**src/hdl/txt2int_pkg.sv**
```systemverilog
`timescale 1ns / 1ps
`default_nettype none
// ----------------------------------------------------------------------------
// txt2int_pkg
// Shared widths, character codes, phase type and digit helpers for the
// streaming text-to-integer parser.
// ----------------------------------------------------------------------------
package txt2int_pkg;

    // Datapath sizing
    localparam int VALUE_WIDTH    = 32;
    localparam int POSITION_WIDTH = 16;
    localparam int BASE_WIDTH     = 6;
    localparam int CHAR_WIDTH     = 8;
    localparam int DIGIT_WIDTH    = 8;
    localparam int PROD_WIDTH     = VALUE_WIDTH + BASE_WIDTH + 1;

    // Result field layout
    localparam int VALUE_FIELD_WIDTH = 32;
    localparam int END_FIELD_WIDTH   = 16;
    localparam int OUT_TDATA_WIDTH   = 56;
    localparam int OUT_PAD_WIDTH     = OUT_TDATA_WIDTH - VALUE_FIELD_WIDTH
                                       - END_FIELD_WIDTH - 2;

    // Configuration port
    localparam int APB_ADDR_WIDTH = 3;
    localparam int APB_DATA_WIDTH = 32;
    localparam logic REG_NUMBER_BASE = 1'b0;

    localparam logic [PROD_WIDTH-1:0] HALF_RANGE = PROD_WIDTH'(1) << (VALUE_WIDTH - 1);
    localparam logic [POSITION_WIDTH-1:0] POS_MAX = {POSITION_WIDTH{1'b1}};

    // Character codes
    localparam logic [CHAR_WIDTH-1:0] CH_ZERO    = 8'h30;
    localparam logic [CHAR_WIDTH-1:0] CH_NINE    = 8'h39;
    localparam logic [CHAR_WIDTH-1:0] CH_UPPER_A = 8'h41;
    localparam logic [CHAR_WIDTH-1:0] CH_UPPER_Z = 8'h5a;
    localparam logic [CHAR_WIDTH-1:0] CH_LOWER_A = 8'h61;
    localparam logic [CHAR_WIDTH-1:0] CH_LOWER_Z = 8'h7a;
    localparam logic [CHAR_WIDTH-1:0] CH_UPPER_X = 8'h58;
    localparam logic [CHAR_WIDTH-1:0] CH_LOWER_X = 8'h78;
    localparam logic [CHAR_WIDTH-1:0] CH_MINUS   = 8'h2d;
    localparam logic [CHAR_WIDTH-1:0] CH_PLUS    = 8'h2b;
    localparam logic [CHAR_WIDTH-1:0] CH_SPACE   = 8'h20;
    localparam logic [CHAR_WIDTH-1:0] CH_TAB     = 8'h09;
    localparam logic [CHAR_WIDTH-1:0] CH_CR      = 8'h0d;
    localparam logic [CHAR_WIDTH-1:0] UPPER_BIAS = 8'h37;  // 'A' - 10
    localparam logic [CHAR_WIDTH-1:0] LOWER_BIAS = 8'h57;  // 'a' - 10

    localparam logic [DIGIT_WIDTH-1:0] NOT_DIGIT = 8'hff;

    // Radix codes
    localparam logic [BASE_WIDTH-1:0] BASE_AUTO = 6'd0;
    localparam logic [BASE_WIDTH-1:0] BASE_OCT  = 6'd8;
    localparam logic [BASE_WIDTH-1:0] BASE_DEC  = 6'd10;
    localparam logic [BASE_WIDTH-1:0] BASE_HEX  = 6'd16;

    typedef enum logic [2:0] {
        PH_SPACE,
        PH_SIGNED,
        PH_ZERO,
        PH_HEX,
        PH_DIGITS
    } phase_t;

    typedef struct packed {
        logic [VALUE_WIDTH-1:0] acc;
        logic                   overflow;
    } mac_res_t;

    function automatic logic [DIGIT_WIDTH-1:0] digit_of(input logic [CHAR_WIDTH-1:0] c);
        logic [DIGIT_WIDTH-1:0] d;
        if (c inside {[CH_ZERO:CH_NINE]}) begin
            d = c - CH_ZERO;
        end else if (c inside {[CH_UPPER_A:CH_UPPER_Z]}) begin
            d = c - UPPER_BIAS;
        end else if (c inside {[CH_LOWER_A:CH_LOWER_Z]}) begin
            d = c - LOWER_BIAS;
        end else begin
            d = NOT_DIGIT;
        end
        return d;
    endfunction

    function automatic logic is_space(input logic [CHAR_WIDTH-1:0] c);
        return (c == CH_SPACE) || (c inside {[CH_TAB:CH_CR]});
    endfunction

endpackage
`default_nettype wire

```
**src/hdl/txt2int_mac.sv**
```systemverilog
`timescale 1ns / 1ps
`default_nettype none
// ----------------------------------------------------------------------------
// txt2int_mac
// Multiply-accumulate of one digit with a saturation check against the
// signed limit for the current sign.
// ----------------------------------------------------------------------------
module txt2int_mac (
    input  wire logic [txt2int_pkg::VALUE_WIDTH-1:0] acc_i,
    input  wire logic [txt2int_pkg::BASE_WIDTH-1:0]  base_i,
    input  wire logic [txt2int_pkg::DIGIT_WIDTH-1:0] digit_i,
    input  wire logic                                negative_i,
    output txt2int_pkg::mac_res_t                    res_o
);

    logic [txt2int_pkg::PROD_WIDTH-1:0] prod;
    logic [txt2int_pkg::PROD_WIDTH-1:0] limit;

    assign prod = txt2int_pkg::PROD_WIDTH'(acc_i) * txt2int_pkg::PROD_WIDTH'(base_i)
                + txt2int_pkg::PROD_WIDTH'(digit_i);

    // Magnitude may reach the half range only for a negative value
    assign limit = negative_i ? txt2int_pkg::HALF_RANGE
                              : txt2int_pkg::HALF_RANGE - txt2int_pkg::PROD_WIDTH'(1);

    assign res_o.overflow = (prod > limit);
    assign res_o.acc      = prod[txt2int_pkg::VALUE_WIDTH-1:0];

endmodule
`default_nettype wire

```
**src/hdl/text_to_integer_parser.sv**
```systemverilog
`timescale 1ns / 1ps
`default_nettype none
// ----------------------------------------------------------------------------
// text_to_integer_parser
// Streaming strtol-style converter: one character per transfer in, one
// result transfer per terminated number out.
// ----------------------------------------------------------------------------
//
//  Channel   Direction  Payload
//  s_*       in         tdata[7:0] char_code, tuser start_flag
//  m_*       out        tdata: [31:0] value, [47:32] end_offset,
//                       [48] overflowed, [49] had_digits
//  APB       in/out     0x0 number_base[5:0]
//
//  Each character passes through the parse stage; a new character can be
//  taken every cycle unless a stalled result holds the parse stage. An
//  input transfer goes through the input register, then the parse step
//  (one 32x6 multiply, add and limit compare) into the result register.
//  Reset (aresetn low, synchronous) empties both stages, clears the base
//  register and leaves the parser idle until a character with start_flag.
//  A stalled result holds the parse stage; the input register still takes
//  one character while it is empty.
//
module text_to_integer_parser (
    input  wire logic        aclk,
    input  wire logic        aresetn,

    // Character stream
    input  wire logic        s_tvalid,
    output      logic        s_tready,
    input  wire logic [7:0]  s_tdata,   // [7:0] char_code
    input  wire logic        s_tuser,   // [0] start_flag

    // Result stream
    output      logic        m_tvalid,
    input  wire logic        m_tready,
    output      logic [55:0] m_tdata,   // [31:0] value, [47:32] end_offset,
                                        // [48] overflowed, [49] had_digits

    // Configuration
    input  wire logic        psel,
    input  wire logic        penable,
    input  wire logic        pwrite,
    input  wire logic [2:0]  paddr,
    input  wire logic [31:0] pwdata,
    output      logic [31:0] prdata,
    output      logic        pready
);

    localparam int VW = txt2int_pkg::VALUE_WIDTH;
    localparam int PW = txt2int_pkg::POSITION_WIDTH;
    localparam int BW = txt2int_pkg::BASE_WIDTH;
    localparam int CW = txt2int_pkg::CHAR_WIDTH;
    localparam int DW = txt2int_pkg::DIGIT_WIDTH;

    // ------------------------------------------------------------------
    // Configuration register
    // ------------------------------------------------------------------
    logic [BW-1:0] number_base_reg;

    assign pready = 1'b1;

    always_ff @(posedge aclk) begin
        if (!aresetn) begin
            number_base_reg <= txt2int_pkg::BASE_AUTO;
        end else if (psel && penable && pwrite && pready
                     && (paddr[2] == txt2int_pkg::REG_NUMBER_BASE)) begin
            number_base_reg <= pwdata[BW-1:0];
        end
    end

    always_comb begin
        prdata = '0;
        if (paddr[2] == txt2int_pkg::REG_NUMBER_BASE) begin
            prdata = txt2int_pkg::APB_DATA_WIDTH'(number_base_reg);
        end
    end

    // ------------------------------------------------------------------
    // Input register
    // ------------------------------------------------------------------
    logic          in_valid_reg;
    logic [CW-1:0] in_char_reg;
    logic          in_start_reg;
    logic          out_valid_reg;
    logic          proc_go;

    // Parse the held character whenever the result slot is free or draining
    assign proc_go  = in_valid_reg && (!out_valid_reg || m_tready);
    assign s_tready = !in_valid_reg || proc_go;

    always_ff @(posedge aclk) begin
        if (!aresetn) begin
            in_valid_reg <= 1'b0;
        end else if (s_tready) begin
            in_valid_reg <= s_tvalid;
        end
    end

    always_ff @(posedge aclk) begin
        if (s_tvalid && s_tready) begin
            in_char_reg  <= s_tdata;
            in_start_reg <= s_tuser;
        end
    end

    // ------------------------------------------------------------------
    // Parser state
    // ------------------------------------------------------------------
    txt2int_pkg::phase_t phase_reg, phase_next;
    logic          negative_reg, negative_next;
    logic [VW-1:0] acc_reg, acc_next;
    logic [BW-1:0] eff_base_reg, eff_base_next;
    logic          seen_reg, seen_next;
    logic          ovf_reg, ovf_next;
    logic [PW-1:0] pos_reg, pos_next;
    logic          fin_reg, fin_next;

    // State as seen by this character: a start wipes the previous string
    txt2int_pkg::phase_t cur_phase;
    logic          cur_neg;
    logic [VW-1:0] cur_acc;
    logic [BW-1:0] cur_eb;
    logic          cur_seen;
    logic          cur_ovf;
    logic [PW-1:0] cur_pos;
    logic          cur_fin;

    assign cur_phase = in_start_reg ? txt2int_pkg::PH_SPACE : phase_reg;
    assign cur_neg   = in_start_reg ? 1'b0 : negative_reg;
    assign cur_acc   = in_start_reg ? '0 : acc_reg;
    assign cur_eb    = in_start_reg ? txt2int_pkg::BASE_AUTO : eff_base_reg;
    assign cur_seen  = in_start_reg ? 1'b0 : seen_reg;
    assign cur_ovf   = in_start_reg ? 1'b0 : ovf_reg;
    assign cur_pos   = in_start_reg ? '0 : pos_reg;
    assign cur_fin   = in_start_reg ? 1'b0 : fin_reg;

    logic [DW-1:0] digit;
    logic          is_x;
    logic          is_zero;
    logic          first_char;
    logic          try_digit;
    logic          take;
    logic          emit;
    logic [DW-1:0] mac_digit;
    logic [PW-1:0] emit_end;
    txt2int_pkg::mac_res_t mac_res;

    assign digit   = txt2int_pkg::digit_of(in_char_reg);
    assign is_x    = (in_char_reg == txt2int_pkg::CH_LOWER_X)
                  || (in_char_reg == txt2int_pkg::CH_UPPER_X);
    assign is_zero = (in_char_reg == txt2int_pkg::CH_ZERO);

    // Phase decode: choose radix, decide whether a digit is taken or the
    // number ends here
    always_comb begin
        phase_next    = cur_phase;
        negative_next = cur_neg;
        eff_base_next = cur_eb;
        fin_next      = cur_fin;
        first_char    = 1'b0;
        try_digit     = 1'b0;
        take          = 1'b0;
        emit          = 1'b0;
        mac_digit     = digit;
        emit_end      = cur_pos;

        if (!cur_fin) begin
            case (cur_phase)
                txt2int_pkg::PH_SPACE: begin
                    if (txt2int_pkg::is_space(in_char_reg)) begin
                        phase_next = txt2int_pkg::PH_SPACE;
                    end else if (in_char_reg == txt2int_pkg::CH_MINUS) begin
                        negative_next = 1'b1;
                        phase_next    = txt2int_pkg::PH_SIGNED;
                    end else if (in_char_reg == txt2int_pkg::CH_PLUS) begin
                        phase_next = txt2int_pkg::PH_SIGNED;
                    end else begin
                        first_char = 1'b1;
                    end
                end
                txt2int_pkg::PH_SIGNED: begin
                    first_char = 1'b1;
                end
                txt2int_pkg::PH_ZERO: begin
                    if (is_x) begin
                        eff_base_next = txt2int_pkg::BASE_HEX;
                        phase_next    = txt2int_pkg::PH_HEX;
                    end else begin
                        try_digit = 1'b1;
                    end
                end
                txt2int_pkg::PH_HEX: begin
                    if (digit < DW'(txt2int_pkg::BASE_HEX)) begin
                        try_digit = 1'b1;
                    end else begin
                        // Bare prefix: the number is the leading zero, ending at the x
                        emit     = 1'b1;
                        emit_end = (cur_pos == txt2int_pkg::POS_MAX) ? cur_pos
                                                                     : cur_pos - PW'(1);
                    end
                end
                default: begin
                    try_digit = 1'b1;
                end
            endcase

            if (first_char) begin
                if (is_zero && ((number_base_reg == txt2int_pkg::BASE_AUTO)
                                || (number_base_reg == txt2int_pkg::BASE_HEX))) begin
                    eff_base_next = (number_base_reg == txt2int_pkg::BASE_AUTO)
                                    ? txt2int_pkg::BASE_OCT : txt2int_pkg::BASE_HEX;
                    take       = 1'b1;
                    mac_digit  = '0;
                    phase_next = txt2int_pkg::PH_ZERO;
                end else begin
                    eff_base_next = (number_base_reg == txt2int_pkg::BASE_AUTO)
                                    ? txt2int_pkg::BASE_DEC : number_base_reg;
                    try_digit = 1'b1;
                end
            end

            if (try_digit) begin
                if (digit < DW'(eff_base_next)) begin
                    take       = 1'b1;
                    phase_next = txt2int_pkg::PH_DIGITS;
                end else begin
                    emit     = 1'b1;
                    emit_end = cur_pos;
                end
            end

            if (emit) begin
                fin_next = 1'b1;
            end
        end
    end

    txt2int_mac u_mac (
        .acc_i      (cur_acc),
        .base_i     (eff_base_next),
        .digit_i    (mac_digit),
        .negative_i (negative_next),
        .res_o      (mac_res)
    );

    // Apply the digit; once saturated, later digits only count as seen
    always_comb begin
        acc_next  = cur_acc;
        seen_next = cur_seen;
        ovf_next  = cur_ovf;
        pos_next  = cur_pos;
        if (take) begin
            seen_next = 1'b1;
            if (!cur_ovf) begin
                if (mac_res.overflow) begin
                    ovf_next = 1'b1;
                end else begin
                    acc_next = mac_res.acc;
                end
            end
        end
        if (!cur_fin && (cur_pos != txt2int_pkg::POS_MAX)) begin
            pos_next = cur_pos + PW'(1);
        end
    end

    always_ff @(posedge aclk) begin
        if (!aresetn) begin
            phase_reg    <= txt2int_pkg::PH_SPACE;
            negative_reg <= 1'b0;
            acc_reg      <= '0;
            eff_base_reg <= txt2int_pkg::BASE_AUTO;
            seen_reg     <= 1'b0;
            ovf_reg      <= 1'b0;
            pos_reg      <= '0;
            fin_reg      <= 1'b1;
        end else if (proc_go) begin
            phase_reg    <= phase_next;
            negative_reg <= negative_next;
            acc_reg      <= acc_next;
            eff_base_reg <= eff_base_next;
            seen_reg     <= seen_next;
            ovf_reg      <= ovf_next;
            pos_reg      <= pos_next;
            fin_reg      <= fin_next;
        end
    end

    // ------------------------------------------------------------------
    // Result formatting and output register
    // ------------------------------------------------------------------
    logic [VW-1:0] val_full;
    logic [txt2int_pkg::VALUE_FIELD_WIDTH-1:0] val_field;
    logic [txt2int_pkg::END_FIELD_WIDTH-1:0]   end_field;
    logic [txt2int_pkg::OUT_TDATA_WIDTH-1:0]   out_data_reg;

    always_comb begin
        if (!cur_seen) begin
            val_full = '0;
        end else if (cur_ovf) begin
            val_full = cur_neg ? txt2int_pkg::HALF_RANGE[VW-1:0]
                               : txt2int_pkg::HALF_RANGE[VW-1:0] - VW'(1);
        end else begin
            val_full = cur_neg ? (VW'(0) - cur_acc) : cur_acc;
        end
    end

    // Sign-extend or truncate the value to the field width
    assign val_field = txt2int_pkg::VALUE_FIELD_WIDTH'(64'(signed'(val_full)));
    assign end_field = cur_seen ? txt2int_pkg::END_FIELD_WIDTH'(emit_end) : '0;

    always_ff @(posedge aclk) begin
        if (!aresetn) begin
            out_valid_reg <= 1'b0;
        end else if (proc_go) begin
            out_valid_reg <= emit;
        end else if (m_tready) begin
            out_valid_reg <= 1'b0;
        end
    end

    always_ff @(posedge aclk) begin
        if (proc_go && emit) begin
            out_data_reg <= {{txt2int_pkg::OUT_PAD_WIDTH{1'b0}},
                             cur_seen,
                             cur_seen && cur_ovf,
                             end_field,
                             val_field};
        end
    end

    assign m_tvalid = out_valid_reg;
    assign m_tdata  = out_data_reg;

endmodule
`default_nettype wire

```
**config.mk**
```make
export PLATFORM = sky130hd
export DESIGN_NAME = text_to_integer_parser
export DESIGN_NICKNAME = d
export VERILOG_FILES = /design/src/hdl/txt2int_pkg.sv /design/src/hdl/txt2int_mac.sv /design/src/hdl/text_to_integer_parser.sv
export SDC_FILE = /design/constraint.sdc
export NUM_CORES = 1
export LEC_CHECK = 0
export ABC_AREA = 1
export ABC_CLOCK_PERIOD_IN_PS = 16100
export BUFFER_PORTS_ARGS = -buffer_cell sky130_fd_sc_hd__buf_4
export CAP_MARGIN = 30
export CORE_UTILIZATION = 24
export CTS_CLUSTER_DIAMETER = 120
export DETAILED_ROUTE_END_ITERATION = 16
export SLEW_MARGIN = 20
export SYNTH_ARGS = -nofsm -noshare
export SYNTH_HDL_FRONTEND = slang
export SYNTH_SLANG_ARGS = --single-unit
```
**constraint.sdc**
```tcl
create_clock -name aclk -period 16.1 [get_ports aclk]
set_input_delay 3.22 -clock aclk [delete_from_list [all_inputs] [get_ports aclk]]
set_output_delay 3.22 -clock aclk [all_outputs]
set_load 0.02 [all_outputs]
```
After elaboration in Yosys (flattened, before gate mapping)
Cells that the tools add are included.
Widths: inputs -> output; s select.
{"block": "op_classes", "mul": 1, "n_eq_ne": 12, "n_mux": 81, "n_reduce_logical": 25, "bitwise": 1, "magnitude_cmp": 11, "n_addsub": 7}
{"cell": "$mux 32", "count": 8}
{"cell": "$mux 16", "count": 8}
{"cell": "$mux 6", "count": 9}
{"cell": "$mux 8", "count": 6}
{"cell": "$add 38x8->39", "count": 1}
{"cell": "$gt 39x39->1", "count": 1}
{"cell": "$mul 32x6->38", "count": 1}
{"cell": "$mux 1", "count": 36}
{"cell": "$eq 8x6->1 const B", "count": 4}
{"cell": "$sub 1x32->32 const A", "count": 1}
{"cell": "$mux 3", "count": 10}
{"cell": "$add 16x1->16 const B", "count": 1}
{"cell": "$eq 16x16->1 const B", "count": 1}
{"cell": "$eq 8x7->1 const B", "count": 2}
{"cell": "$ge 8x7->1 const B", "count": 2}
{"cell": "$le 8x7->1 const B", "count": 2}
{"cell": "$ne 16x16->1 const B", "count": 1}
{"cell": "$sub 16x1->16 const B", "count": 1}
{"cell": "$sub 8x6->8 const B", "count": 2}
{"cell": "$logic_and 1x1->1", "count": 13}
{"cell": "$ge 8x4->1 const B", "count": 1}
{"cell": "$ge 8x6->1 const B", "count": 1}
{"cell": "$le 8x4->1 const B", "count": 1}
{"cell": "$le 8x6->1 const B", "count": 1}
{"cell": "17 further kinds", "count": 24}
{"block": "totals", "inputBits": 51, "ff_bits": 128}

Logic depth before layout (Yosys ltp)
Gate-level depths: netlist (run 1).
{"block": "logic_depth", "depth_word": 15, "depth_mapped": 58, "mapped_depth_nobuf": 58}

By module
From an unflattened synthesis (run 1), not the netlist that was laid out.
{"block": "hier_totals", "hier_cells": 2542, "area_unflattened_um2": 17141.4}
{"module": "text_to_integer_parser", "instances": 1, "area_per_inst_um2": 9041.2, "cells_per_inst": 1334}
{"module": "txt2int_mac", "instances": 1, "area_per_inst_um2": 8100.3, "cells_per_inst": 1208}

Worst setup path after synthesis (run 1)
OpenSTA, ideal clock, no wires.
{"block": "synth_timing", "path_kind": "register to register", "startpoint": "register in_char_reg[4]", "endpoint": "register acc_reg[10]", "required_time_ns": 15.968, "synth_period_minus_slack_ns": 7.798, "t_arrival_ns": 7.665, "stages_incl_launch_ff": 48, "slack_ns": 8.302, "setup_ns": 0.132, "cell_sequence": "edfxtp_1 buf_4 inv_1 ha_1 inv_1 nor2_2 nand3_1 nand3_1 nand2_2 inv_2 nor2_1 a41oi_1 nand2_1 nand2_1 clkbuf_1 nor2_1 fa_1 fa_1 [... 12 more ...] nand3_1 xor2_1 inv_1 ha_1 nand2_1 nor2_1 nand4_1 nor3_1 nand4_1 nand2_1 nand2_1 nor2_1 nand2_1 nor2_4 buf_2 nand4_1 nand3_1 a21oi_1"}
{"block": "synth_via", "elab_chain_len": 15}
{"element": "start: declaration", "line": "text_to_integer_parser.sv:83", "source": "logic [CW-1:0] in_char_reg;"}
{"element": "start signal: assignment", "line": "text_to_integer_parser.sv:102", "source": "in_char_reg <= s_tdata;"}
{"element": "$ge 8x4->1, or another cell as far along", "line": "txt2int_pkg.sv:86", "source": "return (c == CH_SPACE) || (c inside {[CH_TAB:CH_CR]});"}
{"element": "$logic_and 1x1->1 / $mux 1 (equally long branches)", "line": "txt2int_pkg.sv:86, text_to_integer_parser.sv:176"}
{"element": "$logic_or 1x1->1 / $mux 1 (equally long branches)", "line": "txt2int_pkg.sv:86, text_to_integer_parser.sv:173"}
{"element": "$mux 1", "line": "text_to_integer_parser.sv:171", "source": "if (txt2int_pkg::is_space(in_char_reg)) begin"}
{"element": "$pmux 1 s2", "line": "text_to_integer_parser.sv:169", "source": "case (cur_phase)"}
{"element": "$mux 1", "line": "text_to_integer_parser.sv:168", "source": "if (!cur_fin) begin"}
{"element": "$mux 6", "line": "text_to_integer_parser.sv:208", "source": "if (first_char) begin"}
{"element": "$mux 6 (2 in a row)", "line": "text_to_integer_parser.sv:168"}
{"element": "$mul 32x6->38", "line": "txt2int_mac.sv:19", "source": "assign prod = txt2int_pkg::PROD_WIDTH'(acc_i) * txt2int_pkg::PROD_WIDTH'(base_i)"}
{"element": "$add 38x8->39", "line": "txt2int_mac.sv:20", "source": "+ txt2int_pkg::PROD_WIDTH'(digit_i);"}
{"element": "$gt 39x39->1", "line": "txt2int_mac.sv:26", "source": "assign res_o.overflow = (prod > limit);"}
{"element": "$mux 32", "line": "text_to_integer_parser.sv:256", "source": "if (mac_res.overflow) begin"}
{"element": "$mux 32", "line": "text_to_integer_parser.sv:255", "source": "if (!cur_ovf) begin"}
{"element": "$mux 32 *", "line": "text_to_integer_parser.sv:253", "source": "if (take) begin"}
{"element": "end signal: assignment", "line": "text_to_integer_parser.sv:281", "source": "acc_reg <= acc_next;"}
{"element": "end: declaration", "line": "text_to_integer_parser.sv:112", "source": "logic [VW-1:0] acc_reg, acc_next;"}
Every way passes the cells marked *; elsewhere a longest branch is shown, timed or not. The select of a mux whose other input is x is not followed.
A chain may end at the register's enable or synchronous reset.

Worst setup path after layout (run 1)
{"block": "layout_timing", "startpoint": "register in_start_reg", "endpoint": "register acc_reg[18]"}
{"block": "layout_via", "elab_chain_len": 13}
{"element": "start: declaration", "line": "text_to_integer_parser.sv:84", "source": "logic in_start_reg;"}
{"element": "start signal: assignment", "line": "text_to_integer_parser.sv:103", "source": "in_start_reg <= s_tuser;"}
{"element": "$mux 3", "line": "text_to_integer_parser.sv:129", "source": "assign cur_phase = in_start_reg ? txt2int_pkg::PH_SPACE : phase_reg;"}
{"element": "$eq 3x1->1 / $logic_not 3->1 (equally long branches)", "line": "text_to_integer_parser.sv:169"}
{"element": "$pmux 1 s2", "line": "text_to_integer_parser.sv:169"}
{"element": "$mux 1", "line": "text_to_integer_parser.sv:168"}
{"element": "$mux 6", "line": "text_to_integer_parser.sv:208"}
{"element": "$mux 6 (2 in a row)", "line": "text_to_integer_parser.sv:168"}
{"element": "$mul 32x6->38", "line": "txt2int_mac.sv:19"}
{"element": "$add 38x8->39", "line": "txt2int_mac.sv:20"}
{"element": "$gt 39x39->1", "line": "txt2int_mac.sv:26"}
{"element": "$mux 32", "line": "text_to_integer_parser.sv:256"}
{"element": "$mux 32", "line": "text_to_integer_parser.sv:255"}
{"element": "$mux 32 *", "line": "text_to_integer_parser.sv:253"}
Marks and branches as above.

==> impl_metrics.json, run 1 <==
{
  "crit_type": "flip-flop to flip-flop",
  "syn_area_per_cell_um2": 6.86,
  "area_growth_syn_to_layout_pct": 11.8,
  "wl_met2_um": 23000,
  "switching_power_mw": 0.300,
  "critical_path_buf_inv_count": 8,
  "ys_ff_latch": 128,
  "dieArea_mm2": 0.0696,
  "cts_setup_buffers": 0,
  "finalMaxSlewViolations": 0,
  "route.detailed.drc": 0,
  "drtIter0Drc": 1096,
  "clock_sinks": 128,
  "yosysSeqAreaShare_pct": 19.2,
  "cellPowerDensity_mw_per_mm2": 50.1,
  "cts_resized": 0,
  "syn-cell-area_mm2": 0.0164,
  "finalCritPeriodShare_pct": 70.2,
  "cp_max_fo": 37,
  "maxCapViolations": 0,
  "status": "completed",
  "internal-power_mw": 0.622,
  "clockBufferDepth": 2,
  "grt_max_degree": 51,
  "pwr-share-clk_pct": 44.0,
  "netlist.area_leader.share_pct": 15.3,
  "row_count": 95,
  "end_kind": "flip-flop",
  "start_kind": "flip-flop",
  "die_y_um": 264,
  "antenna_left": 0,
  "final_cell_mix": "599 x nand2_1, 344 x inv_1, 295 x nor2_1",
  "nets": 2744,
  "crit_arrival_ns": 11.67,
  "min_period_ns": 11.30,
  "fmax_ghz": 0.0885,
  "synth-main-ff-cell": "dfxtp_1",
  "grt_pass1_vias": 14800,
  "worst_hold_path.num_cells": 2,
  "vias": 15400,
  "via_per_inst": 4.65,
  "dr.pass1.iters": 8,
  "die-width_um": 264,
  "yosysTopAreaCell": "fa_1",
  "ir_drop_uv": 76.5,
  "ioPinCount": 142,
  "whs_ns": 0.468,
  "cts_tree": "built",
  "worst-r2r-cell-count": 45,
  "wl_per_cell_um": 14.8,
  "synth_cells": 2396,
  "yosysUniqueCellTypes": 56,
  "crit_top_cell": "nand2_1",
  "finalWirelength_um": 49100,
  "overflow": 0,
  "min_path_type": "flip-flop to flip-flop",
  "worstPathRequired_ns": 16.47,
  "cts_inserted_buffers": 17,
  "fin_ws_ns": 4.80,
  "synth_edf_count": 59,
  "finalHoldViolations": 0,
  "synth.area.top_cells": "fa_1 15%, nand2_1 14%, edfxtp_1 11%, ha_1 10%, dfxtp_1 8.4%",
  "crit_cells": 45,
  "largest_reg_flops": 50,
  "skew_ns": 0.0182,
  "htreeDepth": 4,
  "wl_met3_um": 2690,
  "rsz0062_at_grt": "false",
  "tightest_slew_ns": 1.05,
  "max-slew-margin-rel_pct": 29.4,
  "comb_power_share_pct": 17.4,
  "cp_top_family": "simple AND/OR/NAND/NOR gates",
  "clock_latency_ns": 0.45,
  "cpMaxStageDelayCell": "nand2_1",
  "power_mw": 0.922,
  "layout-drive-gt1-share_pct": 7.69,
  "initial_core_util_pct": 24.4,
  "swShare_pct": 32.5,
  "final_common_cell": "nand2_1",
  "seq_power_share_pct": 38.6,
  "async_flop_share_pct": 0,
  "grt.total_usage_pct": 14.3,
  "highest_layer": "met4",
  "diodes": 0,
  "dp_hpwl_um": 39000,
  "grt_antenna_before_repair": 0,
  "portBuffers": 80,
  "coreArea_mm2": 0.0675,
  "p_leak_nw": 9.01,
  "fin_setup_tns_ns": 0,
  "critPathMaxStageDelay_ns": 0.70,
  "drt-met1-wl_um": 22400,
  "gp_congestion": 0.931,
  "yosysWarnings": 0,
  "cts-root-buf": "clkbuf_16",
  "grt_pass1_wl_um": 80100,
  "setup_viol": 0,
  "cts_hold_buf": 0,
  "dp_slack_ns": 5.03,
  "path_clk_slew_ns": 0.07
}
## cell families after synthesis
group                    after synthesis  share of synthesized area (%)
adder cells (fa/ha/maj)              260                           25.5
buffers and inverters                475                           12.1
flip-flops                           128                           19.2
AND/OR/NAND/NOR                     1168                           30.2
other                                  2                         0.0457
AO/OA/AOI/OAI                        321                           10.7
XOR/XNOR                              42                           2.24
## layer usage
| metal | up-vias | track usage (%) |
|---|---|---|
| met5 | - | 0 |
| met4 | 0 | 3.99 |
| met3 | 52 | 1.91 |
| met2 | 458 | 23.7 |
| met1 | 7225 | 19.3 |
| li1 | 7687 | - |
## final timing paths
kind,start,endpoint,slack [ns]
worst max-delay path,in_start_reg$_DFFE_PP_,acc_reg[18]$_SDFFE_PN0P_,4.80
worst min register to register,acc_reg[30]$_SDFFE_PN0P_,acc_reg[30]$_SDFFE_PN0P_,0.47
worst min-delay path,acc_reg[30]$_SDFFE_PN0P_,acc_reg[30]$_SDFFE_PN0P_,0.47
worst max register to register,in_start_reg$_DFFE_PP_,acc_reg[18]$_SDFFE_PN0P_,4.80
## cell type report
| type | count | area, µm² |
|---|---|---|
| sequential | 128 | 3150 |
| multi-input combinational | 1824 | 11400 |
| clock inverter | 12 | 109 |
| fill | 7471 | 49100 |
| timing repair buffer | 94 | 726 |
| clock buffer | 20 | 500 |
| tap | 873 | 1090 |
| inverter | 368 | 1390 |
## power by group through the flow
stage                     clock, mW  combinational [mW]  sequential (mW)
after floorplan                   0               0.108            0.367
after global placement            0               0.158            0.363
after detailed placement          0               0.159            0.363
after CTS                     0.412               0.159            0.356
after global routing          0.425               0.176            0.357
final                         0.405               0.161            0.356
## tightest hold or removal path: cells and delay by family (launching register included)
family | cells | cell delay [ns]
AOI/OAI and AO/OA | 1 | 0.06
DFF | 1 | 0.31
and+or+nand+nor | 1 | 0.06
## per-stage QoR
stage | cells | utilization (%) | area, µm²
6_report | 3319 | 27.2 | 18400
3_5_place_dp | 3286 | 26.3 | 17800
5_1_grt | 3319 | 27.2 | 18400
2_1_floorplan | 2427 | - | 16600
3_3_place_gp | 3285 | 26.3 | 17700
4_1_cts | 3318 | 27.2 | 18400
## Yosys cell counts (all sizes together), types with 5 or more instances
cell,count
nand2,614
nand4,47
dfxtp,69
o21ai,94
nor2,302
nor3,33
fa,126
buf,64
xnor2,6
clkbuf,43
o211ai,12
clkinv,10
edfxtp,59
a21oi,179
a31oi,6
a311o,5
inv,358
o21bai,8
nand3,147
ha,134
xor2,36
nor4,11
No activity file was read; power rests on OpenSTA's default activity.
==> run 2: changes to the inputs <==
--- a/config.mk
+++ b/config.mk
@@ -6,7 +6,7 @@
 export NUM_CORES = 1
 export LEC_CHECK = 0
 export ABC_AREA = 1
-export ABC_CLOCK_PERIOD_IN_PS = 16100
+export ABC_CLOCK_PERIOD_IN_PS = 9300
 export BUFFER_PORTS_ARGS = -buffer_cell sky130_fd_sc_hd__buf_4
 export CAP_MARGIN = 30
 export CORE_UTILIZATION = 24
==> constraint.sdc (replaced) <==
create_clock -name aclk -period 9.3 [get_ports aclk]
set_input_delay 1.86 -clock aclk [delete_from_list [all_inputs] [get_ports aclk]]
set_output_delay 1.86 -clock aclk [all_outputs]
set_load 0.02 [all_outputs]
==> run 2 against run 1 <==
Final cell count up 1.1%. Clock power up 66%. Sequential power up 73%. Register-to-register slack worse by 4.2 ns. Flip-flop and latch count unchanged. Critical path depth up 3. Via count up 1.4%. Worst setup slack worse by 4.2 ns. Worst hold slack worse by 0.0039 ns. Largest power group unchanged.
==> impl_metrics.json, run 2 (same netlist as run 1, synthesis figures left out) <==
{
  "ir_drop_uv": 150,
  "wl_per_cell_um": 14.6,
  "wl_met2_um": 22900,
  "dieArea_mm2": 0.0696,
  "cpMaxStageDelayCell": "fa_1",
  "via_per_inst": 4.66,
  "place_inst": 3307,
  "vias": 15600,
  "seq_power_share_pct": 39.0,
  "finalNonFillerCells": 3354,
  "cellPowerDensity_mw_per_mm2": 84.2,
  "fmax_ghz": 0.115,
  "finalCritPeriodShare_pct": 93.7,
  "switching_power_mw": 0.496,
  "min_period_ns": 8.71,
  "grt_antenna_before_repair": 0,
  "pwr-share-clk_pct": 42.7,
  "row_count": 95,
  "clock_sinks": 128,
  "maxCapViolations": 0,
  "nets": 2779,
  "initial_core_util_pct": 24.4,
  "antenna_left": 0,
  "cts_inserted_buffers": 17,
  "final_common_cell": "nand2_1",
  "dr.pass1.iters": 5,
  "worst-r2r-cell-count": 48,
  "grt_pass1_vias": 15100,
  "worstPathRequired_ns": 9.67,
  "min-delay-start": "seen_reg$_SDFFE_PN0P_",
  "final_cell_mix": "599 x nand2_1, 342 x inv_1, 292 x nor2_1",
  "skew_ns": 0.0133,
  "start_kind": "flip-flop",
  "cp_max_fo": 15,
  "final_core_util_pct": 27.7,
  "clock_latency_ns": 0.44,
  "clockBufferDepth": 2,
  "layout-drive-gt1-share_pct": 9.39,
  "finalMaxSlewViolations": 0,
  "swShare_pct": 31.4,
  "cts-root-buf": "clkbuf_16",
  "grt_pass1_wl_um": 79400,
  "gp_congestion": 0.916,
  "whs_ns": 0.464,
  "die-width_um": 264,
  "route.detailed.drc": 0,
  "drt-met1-wl_um": 22200,
  "path_clk_slew_ns": 0.06,
  "drtIter0Drc": 1180,
  "grt_max_degree": 52,
  "cts_tree": "built",
  "fillers": 7444,
  "portBuffers": 80,
  "coreArea_mm2": 0.0675,
  "overflow": 0,
  "wl_met3_um": 2470,
  "status": "completed",
  "tightest_slew_ns": 0.816,
  "reg2reg_from": "in_char_reg[4]$_DFFE_PP_",
  "ioPinCount": 142,
  "dp_hpwl_um": 39500,
  "p_leak_nw": 9.18,
  "diodes": 0,
  "crit_arrival_ns": 9.08,
  "highest_layer": "met4",
  "startpoint": "in_char_reg[4]$_DFFE_PP_",
  "crit_top_cell": "nand2_1",
  "setup_viol": 0,
  "htreeDepth": 4,
  "die_y_um": 264,
  "crit_type": "flip-flop to flip-flop",
  "largest_reg_flops": 50,
  "end_kind": "flip-flop",
  "finalWirelength_um": 48800,
  "internal-power_mw": 1.08,
  "max-slew-margin-rel_pct": 45.4,
  "critPathMaxStageDelay_ns": 0.55,
  "worst_hold_path.num_cells": 2,
  "finalHoldViolations": 0,
  "comb_power_share_pct": 18.3,
  "min_path_type": "flip-flop to flip-flop",
  "area_growth_syn_to_layout_pct": 13.8,
  "grt.total_usage_pct": 14.1
}
run 2: cell count changes in the layout (fill, tap and decap cells not counted), moves of 3 or more:
cell,previous run,this run
buf_4,92,123
xor2_1,36,33
xor2_2,0,3
nor2_1,295,292
inv_4,2,5
inv_8,3,0
run 2: layout make-up:
type | instances | area (µm²) | area share [%]
repair buffers | 127 | 990 | 5.29
clock buffers | 20 | 500 | 2.67
multi-input cells | 1826 | 11500 | 61.5
well taps | 873 | 1090 | 5.83
inverters | 368 | 1390 | 7.40
clock inverters | 12 | 90.1 | 0.481
flip-flops and latches | 128 | 3150 | 16.8
run 2: path summary, 6_finish.rpt:
path | slack [ns] | endpoint
hold reg to reg | 0.46 | seen_reg$_SDFFE_PN0P_
setup reg to reg | 0.59 | acc_reg[0]$_SDFFE_PN0P_
hold / removal | 0.46 | seen_reg$_SDFFE_PN0P_
setup / recovery | 0.59 | acc_reg[0]$_SDFFE_PN0P_
run 2: power groups by stage:
stage / combinational, mW / clock, mW / sequential, mW
6_report: 0.288 / 0.673 / 0.615
5_1_grt: 0.316 / 0.708 / 0.617
4_1_cts: 0.281 / 0.683 / 0.616
3_5_place_dp: 0.280 / 0 / 0.628
3_3_place_gp: 0.278 / 0 / 0.628
2_1_floorplan: 0.187 / 0 / 0.635
run 2: layer usage:
layer  GRT usage [%]  up-vias
met5               0        -
met4            4.65        0
met3            1.72       69
met1            18.5     7337
met2            23.7      479
li1                -     7754
run 2: timing repair:
item                       in CTS  in global routing
setup endpoints to repair       0                 33
resized for setup               0                 19
setup buffers                   0                 12
hold endpoints to repair        0                  0
hold buffers                    0                  0
run 2: worst max-delay path, delay by kind of cell (launching register included):
| kind | cells | cell delay, ns |
|---|---|---|
| AO/OA/AOI/OAI | 5 | 0.81 |
| buffers and inverters | 10 | 1.18 |
| adder cells (fa/ha/maj) | 7 | 2.74 |
| AND/OR/NAND/NOR | 26 | 3.34 |
| flip-flops | 1 | 0.52 |
run 2: stage by stage:
step / TNS [ns] / total power [mW] / cell area, µm² / setup slack (ns)
after floorplan: 0 / 0.822 / 16600 / 1.50
after global placement: 0 / 0.906 / 17900 / 0.148
after detailed placement: 0 / 0.908 / 17900 / 0.0912
after CTS: 0 / 1.58 / 18500 / 0.0574
after global routing: -0.0340 / 1.64 / 18700 / -0.0143
final: 0 / 1.58 / 18700 / 0.588
==> run 3: changes to the inputs <==
--- a/config.mk
+++ b/config.mk
@@ -9,6 +9,7 @@
 export ABC_CLOCK_PERIOD_IN_PS = 9300
 export BUFFER_PORTS_ARGS = -buffer_cell sky130_fd_sc_hd__buf_4
 export CAP_MARGIN = 30
+export CORE_MARGIN = 3
 export CORE_UTILIZATION = 24
 export CTS_CLUSTER_DIAMETER = 120
 export DETAILED_ROUTE_END_ITERATION = 16
==> run 3 against run 2 <==
First-iteration DRC count down 4.7%. Via count shrank 0.53%. Global-route usage decreased by 0.49 points. Fmax grew 0.19%. Design area up 0.27%. Clock-buffer cell count rose by 3. Sequential share of layout area about the same. Worst setup slack better by 0.016 ns. Total power is 1.8% higher. Core utilization grew 0.074 points. Critical path depth shrank 2.
==> impl_metrics.json, run 3 (same netlist as run 1, synthesis figures left out) <==
{
  "status": "completed",
  "final_common_cell": "nand2_1",
  "dp_hpwl_um": 39600,
  "drtIter0Drc": 1125,
  "layout-drive-gt1-share_pct": 9.45,
  "min_path_type": "flip-flop to flip-flop",
  "crit_type": "flip-flop to flip-flop",
  "critPathMaxStageDelay_ns": 0.56,
  "finalCritPeriodShare_pct": 93.5,
  "grt_pass1_wl_um": 78900,
  "die-width_um": 268,
  "setup_viol": 0,
  "dr.pass1.iters": 6,
  "cts_hold_buf": 0,
  "clockBufferDepth": 2,
  "clock_sinks": 128,
  "die_y_um": 268,
  "grt.total_usage_pct": 13.6,
  "clock_latency_ns": 0.43,
  "row_count": 95,
  "dp_slack_ns": 0.244,
  "finalMaxSlewViolations": 0,
  "ir_drop_uv": 143,
  "cts-root-buf": "clkbuf_16",
  "whs_ns": 0.466,
  "final_cell_mix": "598 x nand2_1, 341 x inv_1, 294 x nor2_1",
  "skew_ns": 0.0122,
  "cts_tree": "built",
  "dieArea_mm2": 0.0717,
  "cpMaxStageDelayCell": "fa_1",
  "wl_per_cell_um": 14.7,
  "crit_top_cell": "nand2_1",
  "max-slew-margin-rel_pct": 43.3,
  "vias": 15600,
  "finalWirelength_um": 49100,
  "grt_antenna_before_repair": 0,
  "fin_ws_ns": 0.605,
  "gp_congestion": 0.874,
  "cp_max_fo": 7,
  "coreArea_mm2": 0.0675,
  "min_period_ns": 8.70,
  "cp_top_family": "simple AND/OR/NAND/NOR gates",
  "worstPathRequired_ns": 9.66,
  "area_growth_syn_to_layout_pct": 14.1,
  "crit_arrival_ns": 9.06,
  "htreeDepth": 4,
  "grt_max_degree": 51,
  "final_core_util_pct": 27.8,
  "nets": 2773,
  "portBuffers": 80,
  "diodes": 0,
  "cts_inserted_buffers": 17,
  "regArea_mm2": 0.00315,
  "finalHoldViolations": 0,
  "fillers": 7440,
  "grt_pass1_vias": 14700,
  "initial_core_util_pct": 24.4,
  "end_kind": "flip-flop",
  "tightest_slew_ns": 0.847,
  "cellPowerDensity_mw_per_mm2": 85.5,
  "critical_path_buf_inv_count": 8,
  "path_clk_slew_ns": 0.06,
  "overflow": 0,
  "route.detailed.drc": 0,
  "antenna_left": 0,
  "maxCapViolations": 0,
  "fmax_ghz": 0.115,
  "ioPinCount": 142,
  "largest_reg_flops": 50,
  "multi_input_area_mm2": 0.0115,
  "start_kind": "flip-flop",
  "via_per_inst": 4.65,
  "p_leak_nw": 9.17
}
## run 3: tightest hold or removal path: cells and delay by family (launching register included)
kind | cells | cell delay, ns
AOI/OAI and AO/OA | 1 | 0.05
DFF | 1 | 0.31
and+or+nand+nor | 1 | 0.06
## run 3: cell type report
type | instances | share of cell area, %
Multi-Input combinational cell | 1827 | 61.5
Sequential cell | 128 | 16.8
Inverter | 368 | 7.38
Tap cell | 873 | 5.82
Timing Repair Buffer | 120 | 5.13
Clock buffer | 23 | 2.89
Clock inverter | 9 | 0.480
## run 3: final timing paths
path | from | cells after the start | to | slack, ns
min | acc_reg[21]$_SDFFE_PN0P_ | 2 | acc_reg[21]$_SDFFE_PN0P_ | 0.47
min reg2reg | acc_reg[21]$_SDFFE_PN0P_ | 2 | acc_reg[21]$_SDFFE_PN0P_ | 0.47
max reg2reg | in_char_reg[5]$_DFFE_PP_ | 46 | acc_reg[20]$_SDFFE_PN0P_ | 0.60
max | in_char_reg[5]$_DFFE_PP_ | 46 | acc_reg[20]$_SDFFE_PN0P_ | 0.60
## run 3: per-stage QoR
stage                     total power [mW]  setup TNS (ns)  cells  area [µm²]
after global routing                  1.67         -0.0220   3348       18800
after detailed placement             0.907               0   3305       17900
after global placement               0.906               0   3304       17900
after floorplan                      0.822               0   2427       16600
final                                 1.60               0   3348       18800
after CTS                             1.61               0   3337       18600
## run 3: repair_timing
action	in CTS	in global routing
resized for setup	0	21
endpoints found under the setup margin	0	32
buffers inserted	0	6
## run 3: report_power, final
part           switching [mW]  leakage (nW)  internal (mW)  total, mW
clock                   0.263         0.304          0.438      0.701
combinational           0.205          7.78         0.0836      0.288
sequential             0.0108          1.08          0.605      0.615
total                   0.478          9.17           1.13       1.60
## run 3: metal layers
layer	track usage, %	up-vias	share of wire (%)
li1	-	7734	-
met1	18.3	7410	46
met2	23.1	365	48
met3	1.61	47	4.3
met4	3.46	0	1.7
met5	0	-	0
